===== config.mk =====
export PLATFORM = sky130hd
export DESIGN_NAME = sdnc_ram
export DESIGN_NICKNAME = d
export VERILOG_FILES = /design/src/hdl/sdnc_ram.sv
export SDC_FILE = /design/constraint.sdc
export NUM_CORES = 1
export LEC_CHECK = 0
export ABC_AREA = 1
export BUFFER_PORTS_ARGS = -buffer_cell sky130_fd_sc_hd__buf_2
export CORE_UTILIZATION = 35
export CTS_CLUSTER_DIAMETER = 120
export DETAILED_ROUTE_END_ITERATION = 8
export SETUP_SLACK_MARGIN = 0.15
export SYNTH_ARGS = -nofsm -noshare
export SYNTH_HDL_FRONTEND = slang
export SYNTH_SLANG_ARGS = --single-unit

===== constraint.sdc =====
create_clock -name clk_i -period 1.65 [get_ports clk_i]
set_clock_uncertainty 0.2 [all_clocks]
set_input_delay 0.0825 -clock clk_i [delete_from_list [all_inputs] [get_ports clk_i]]
set_output_delay 0.0825 -clock clk_i [all_outputs]
set_load 0.02 [all_outputs]

===== src/hdl/sdnc_ram.sv =====
module sdnc_ram #(
  parameter int WIDTH = 8,
  parameter int DEPTH = 16
) (
  input  logic                     clk_i,
  input  logic                     we_i,
  input  logic [$clog2(DEPTH)-1:0] waddr_i,
  input  logic [WIDTH-1:0]         wdata_i,
  input  logic                     re_i,
  input  logic [$clog2(DEPTH)-1:0] raddr_i,
  output logic [WIDTH-1:0]         rdata_o
);

  logic [WIDTH-1:0] mem [DEPTH];

  always_ff @(posedge clk_i) begin
    if (we_i) begin
      mem[waddr_i] <= wdata_i;
    end
    if (re_i) begin
      rdata_o <= mem[raddr_i];
    end
  end

endmodule


==> impl_results.html <==
<table>
<tr><th>Metric</th><th>Value</th></tr>
<tr><th colspan="2">Die</th></tr>
<tr><td>Chip width</td><td>approximately 130 um</td></tr>
<tr><td>I/O pin count</td><td>27</td></tr>
<tr><td>Area of the die</td><td>around 0.017 sq mm</td></tr>
<tr><td>Core Rows</td><td>46</td></tr>
<tr><td>Core area</td><td>approximately 0.016 sq mm</td></tr>
<tr><td>Starting density of the core</td><td>0.363</td></tr>
<tr><td>Die extent in y</td><td>~130 um</td></tr>
<tr><th colspan="2">Yosys</th></tr>
<tr><td>Post-synth cell types</td><td>11</td></tr>
<tr><td>Main combinational cell family by area after synthesis</td><td>simple AND/OR/NAND/NOR gates</td></tr>
<tr><td>Top-area cell type share of the netlist area</td><td>0.698</td></tr>
<tr><td>Post-synthesis net count</td><td>570</td></tr>
<tr><td>Share of the synthesized area in compound gates (AO/OA/AOI/OAI)</td><td>0</td></tr>
<tr><td>Post-synthesis adder-cell area fraction</td><td>0</td></tr>
<tr><td>Post-synthesis area per instance</td><td>roughly 11 sq um</td></tr>
<tr><td>Cell type with the highest aggregate area in the netlist</td><td>edfxtp_1</td></tr>
<tr><td>Yosys reg bits</td><td>approximately 140</td></tr>
<tr><td>Proportion of synthesized area in mux cells</td><td>0</td></tr>
<tr><td>Cells after Synth</td><td>551</td></tr>
<tr><td>Cell types occupying the most area after synthesis</td><td>edfxtp_1 70%, nand2_1 11%, nand3_1 8.3%</td></tr>
<tr><td>Post-synthesis simple-gate area fraction</td><td>0.208</td></tr>
<tr><td>Seq/Total Area, Yosys</td><td>0.698</td></tr>
<tr><td>Xor-xnor portion of the synthesized cell area</td><td>0</td></tr>
<tr><td>Warning count from the yosys run</td><td>0</td></tr>
<tr><td>Cell Area, Synth</td><td>roughly 0.006 sq mm</td></tr>
<tr><th colspan="2">Global routing</th></tr>
<tr><td>Number of global-route vias before repair</td><td>about 3800</td></tr>
<tr><td>Grt ovf</td><td>0</td></tr>
<tr><td>First-pass GRT wire length</td><td>~21000 um</td></tr>
<tr><td>Pin count of the biggest net entering global routing</td><td>between 60 and 70</td></tr>
<tr><td>Total GRT Usage</td><td>0.165</td></tr>
<tr><td>Number of antenna violations at the first check in global routing</td><td>0</td></tr>
<tr><th colspan="2">Timing</th></tr>
<tr><td>Pin slew with the least headroom to its limit</td><td>0.619 ns</td></tr>
<tr><td>Final setup fails</td><td>0</td></tr>
<tr><td>Final Critical Period</td><td>1.38 ns</td></tr>
<tr><td>Final Hold Viols</td><td>0</td></tr>
<tr><td>Hold slack final</td><td>about 0.095 ns</td></tr>
<tr><td>Final sum of negative setup slack</td><td>0 ns</td></tr>
<tr><td>Worst slew slack as a fraction of its limit</td><td>0.586</td></tr>
<tr><td>Number of slew-limit violations in the final report</td><td>0</td></tr>
<tr><td>Fmax achieved</td><td>about 0.73 GHz</td></tr>
<tr><td>Part of the cycle the worst path needs</td><td>0.834</td></tr>
<tr><td>Setup repair after global routing missed its margin</td><td>no</td></tr>
<tr><th colspan="2">Placed design</th></tr>
<tr><td>DP Wirelength</td><td>roughly 8400 um</td></tr>
<tr><td>Final weighted congestion in routability-driven placement</td><td>between 0.9 and 1</td></tr>
<tr><td>Quantity of I/O buffers inserted on ports</td><td>26</td></tr>
<tr><th colspan="2">Setup path</th></tr>
<tr><td>Reg2Reg Setup Slack</td><td>0.27 ns</td></tr>
<tr><td>Cells on worst reg2reg path</td><td>6</td></tr>
<tr><td>Startpoint of the most critical register-to-register path</td><td>mem[3][7]</td></tr>
<tr><td>Kind of critical path</td><td>register to register</td></tr>
<tr><td>Worst endpoint required time</td><td>~1.6 ns</td></tr>
<tr><td>Type of origin of the critical path</td><td>register</td></tr>
<tr><td>Highest fanout seen on the critical path</td><td>1</td></tr>
<tr><td>Endpoint arrival time on the critical path</td><td>between 1 and 1.5 ns</td></tr>
<tr><td>Capture instance of the worst register-to-register path</td><td>rdata_o[7]</td></tr>
<tr><td>Endpoint class of the critical path</td><td>register</td></tr>
<tr><th colspan="2">CTS</th></tr>
<tr><td>Root Driver</td><td>clkbuf_16</td></tr>
<tr><td>Clock slew at the register clock pins of the worst setup and hold paths</td><td>0.06 ns</td></tr>
<tr><td>H-tree lvl count</td><td>4</td></tr>
<tr><td>Clock tree from TritonCTS</td><td>yes</td></tr>
<tr><td>Number of buffers added by the clock tree synthesis step</td><td>17</td></tr>
<tr><td>CTS Buffer Depth</td><td>2</td></tr>
<tr><td>Post-CTS setup-driven buffer insertion count</td><td>0</td></tr>
<tr><td>Clock sinks</td><td>approximately 140</td></tr>
<tr><td>Worst skew pair latency</td><td>roughly 0.42 ns</td></tr>
<tr><th colspan="2">Detailed routing</th></tr>
<tr><td>Number of design-rule violations left by the first detailed-router iteration</td><td>between 400 and 500</td></tr>
<tr><td>Post-route DRC</td><td>0</td></tr>
<tr><td>Number of nets still failing antenna checks after routing</td><td>0</td></tr>
<tr><td>Number of detailed-routing iterations run before antenna repair</td><td>5</td></tr>
<tr><td>Average via count per standard cell</td><td>approximately 4.7</td></tr>
<tr><td>Vias post-DR</td><td>approximately 3900</td></tr>
<tr><td>Aggregate routed wire length</td><td>roughly 13000 um</td></tr>
<tr><td>Routed wirelength normalized by instance count</td><td>roughly 16 um</td></tr>
<tr><th colspan="2">Hold path</th></tr>
<tr><td>Min-delay src</td><td>we_i</td></tr>
<tr><td>Cell count of the worst hold path</td><td>4</td></tr>
<tr><td>End point of the most critical hold path</td><td>mem[2][0]</td></tr>
<tr><td>Hold/Removal Path Class</td><td>input pin to register</td></tr>
<tr><th colspan="2">Power</th></tr>
<tr><td>Cell area power density</td><td>1190 mW/mm^2</td></tr>
<tr><td>Maximum VDD drop</td><td>about 850 uV</td></tr>
<tr><td>Leakage Power</td><td>3.00 nW</td></tr>
<tr><th colspan="2">Finish</th></tr>
<tr><td>Final net count</td><td>623</td></tr>
<tr><td>Number of antenna repair diodes</td><td>0</td></tr>
<tr><td>Area growth, synth to finish</td><td>19.6%</td></tr>
<tr><td>Layout cells sized above 1</td><td>0.130</td></tr>
<tr><th colspan="2">Outcome</th></tr>
<tr><td>Run status</td><td>complete, no violations</td></tr>
<tr><th colspan="2">Job</th></tr>
<tr><td>Number of violations of the max-capacitance limit</td><td>0</td></tr>
</table>
==> synth_stat cells <==
| master | n |
|---|---|
| edfxtp_1 | 136 |
| nor2_1 | 17 |
| buf_2 | 13 |
| buf_4 | 4 |
| nand2_1 | 173 |
| inv_1 | 100 |
| nand3b_1 | 2 |
| inv_2 | 2 |
| nand3_1 | 97 |
| buf_6 | 6 |
| buf_1 | 1 |
==> cell type report <==
class	count	area [sq um]
Multi-Input combinational cell	289	1210
Fill cell	1559	9120
Clock buffer	17	425
Clock inverter	14	183
Timing Repair Buffer	58	433
Inverter	102	383
Tap cell	216	270
Sequential cell	136	4080
==> worst max-delay path, stage by stage (launching register included) <==
cell and delay, ns:
edfxtp_1 0.36, inv_1 0.06, nand2_1 0.04, nand3_1 0.10, nand3_1 0.11, nand3_1 0.13, nand2_1 0.10
==> power breakdown <==
part | leakage [nW] | internal (mW) | switching (mW)
Sequential | 1.24 | 3.89 | 0.0258
Clock | 0.300 | 2.50 | 1.41
Combinational | 1.47 | 0.158 | 0.357
==> what timing repair did <==
item	in CTS	in global routing
hold buffers	10	0
resized for setup	0	0
endpoints found under the hold margin	144	0
endpoints found under the setup margin	0	0
==> cells by family (layout without fill, tap and decap cells) <==
logic type,count (synthesis),in the layout
DFF,136,136
buffers and inverters,126,191
and+or+nand+nor,289,289
==> through the flow <==
stage	std cells	cell area (sq um)	setup WS [ns]	util	total power, mW
floorplan	551	5850	0.417	-	4.28
global placement	791	6280	0.138	0.390	4.48
detailed placement	791	6280	0.140	0.390	4.49
CTS	832	6990	0.271	0.434	8.39
global route	832	6990	0.186	0.434	8.59
finish	832	6990	0.273	0.434	8.35
==> cells in the final DEF, fill, tap and decap left out <==
cell / Yosys / routed
buf_12: 0 / 3
buf_2: 13 / 26
buf_4: 4 / 19
bufinv_16: 0 / 4
clkbuf_16: 0 / 17
clkinv_1: 0 / 1
clkinv_2: 0 / 5
clkinv_4: 0 / 3
clkinvlp_4: 0 / 1
dlygate4sd3_1: 0 / 10
edfxtp_1: 136 / 136
inv_1: 100 / 100
inv_2: 2 / 2
nand2_1: 173 / 173
nand3_1: 97 / 97
nand3b_1: 2 / 2
nor2_1: 17 / 17
==> worst max path at each step <==
stage / startpoint / to / slack (ns)
6_report: mem[3][7] / rdata_o[7] / 0.27
3_5_place_dp: raddr_i[1] / rdata_o[7] / 0.14
5_1_grt: mem[7][1] / rdata_o[1] / 0.19
2_1_floorplan: waddr_i[2] / mem[10][0] / 0.42
4_1_cts: mem[7][1] / rdata_o[1] / 0.27
3_3_place_gp: raddr_i[1] / rdata_o[7] / 0.14
==> metal layers <==
layer	up-vias	part of all wire	global-route usage
met5	-	0	0
met4	0	0.012	0.0568
met3	15	0.067	0.0413
met2	156	0.46	0.259
met1	1854	0.46	0.222
li1	1884	-	-
==> registers in the layout (all words and copies together), names as in the netlist <==
name     flops
mem        128
rdata_o      8
Note: power is estimated with default switching activity, not from simulation.
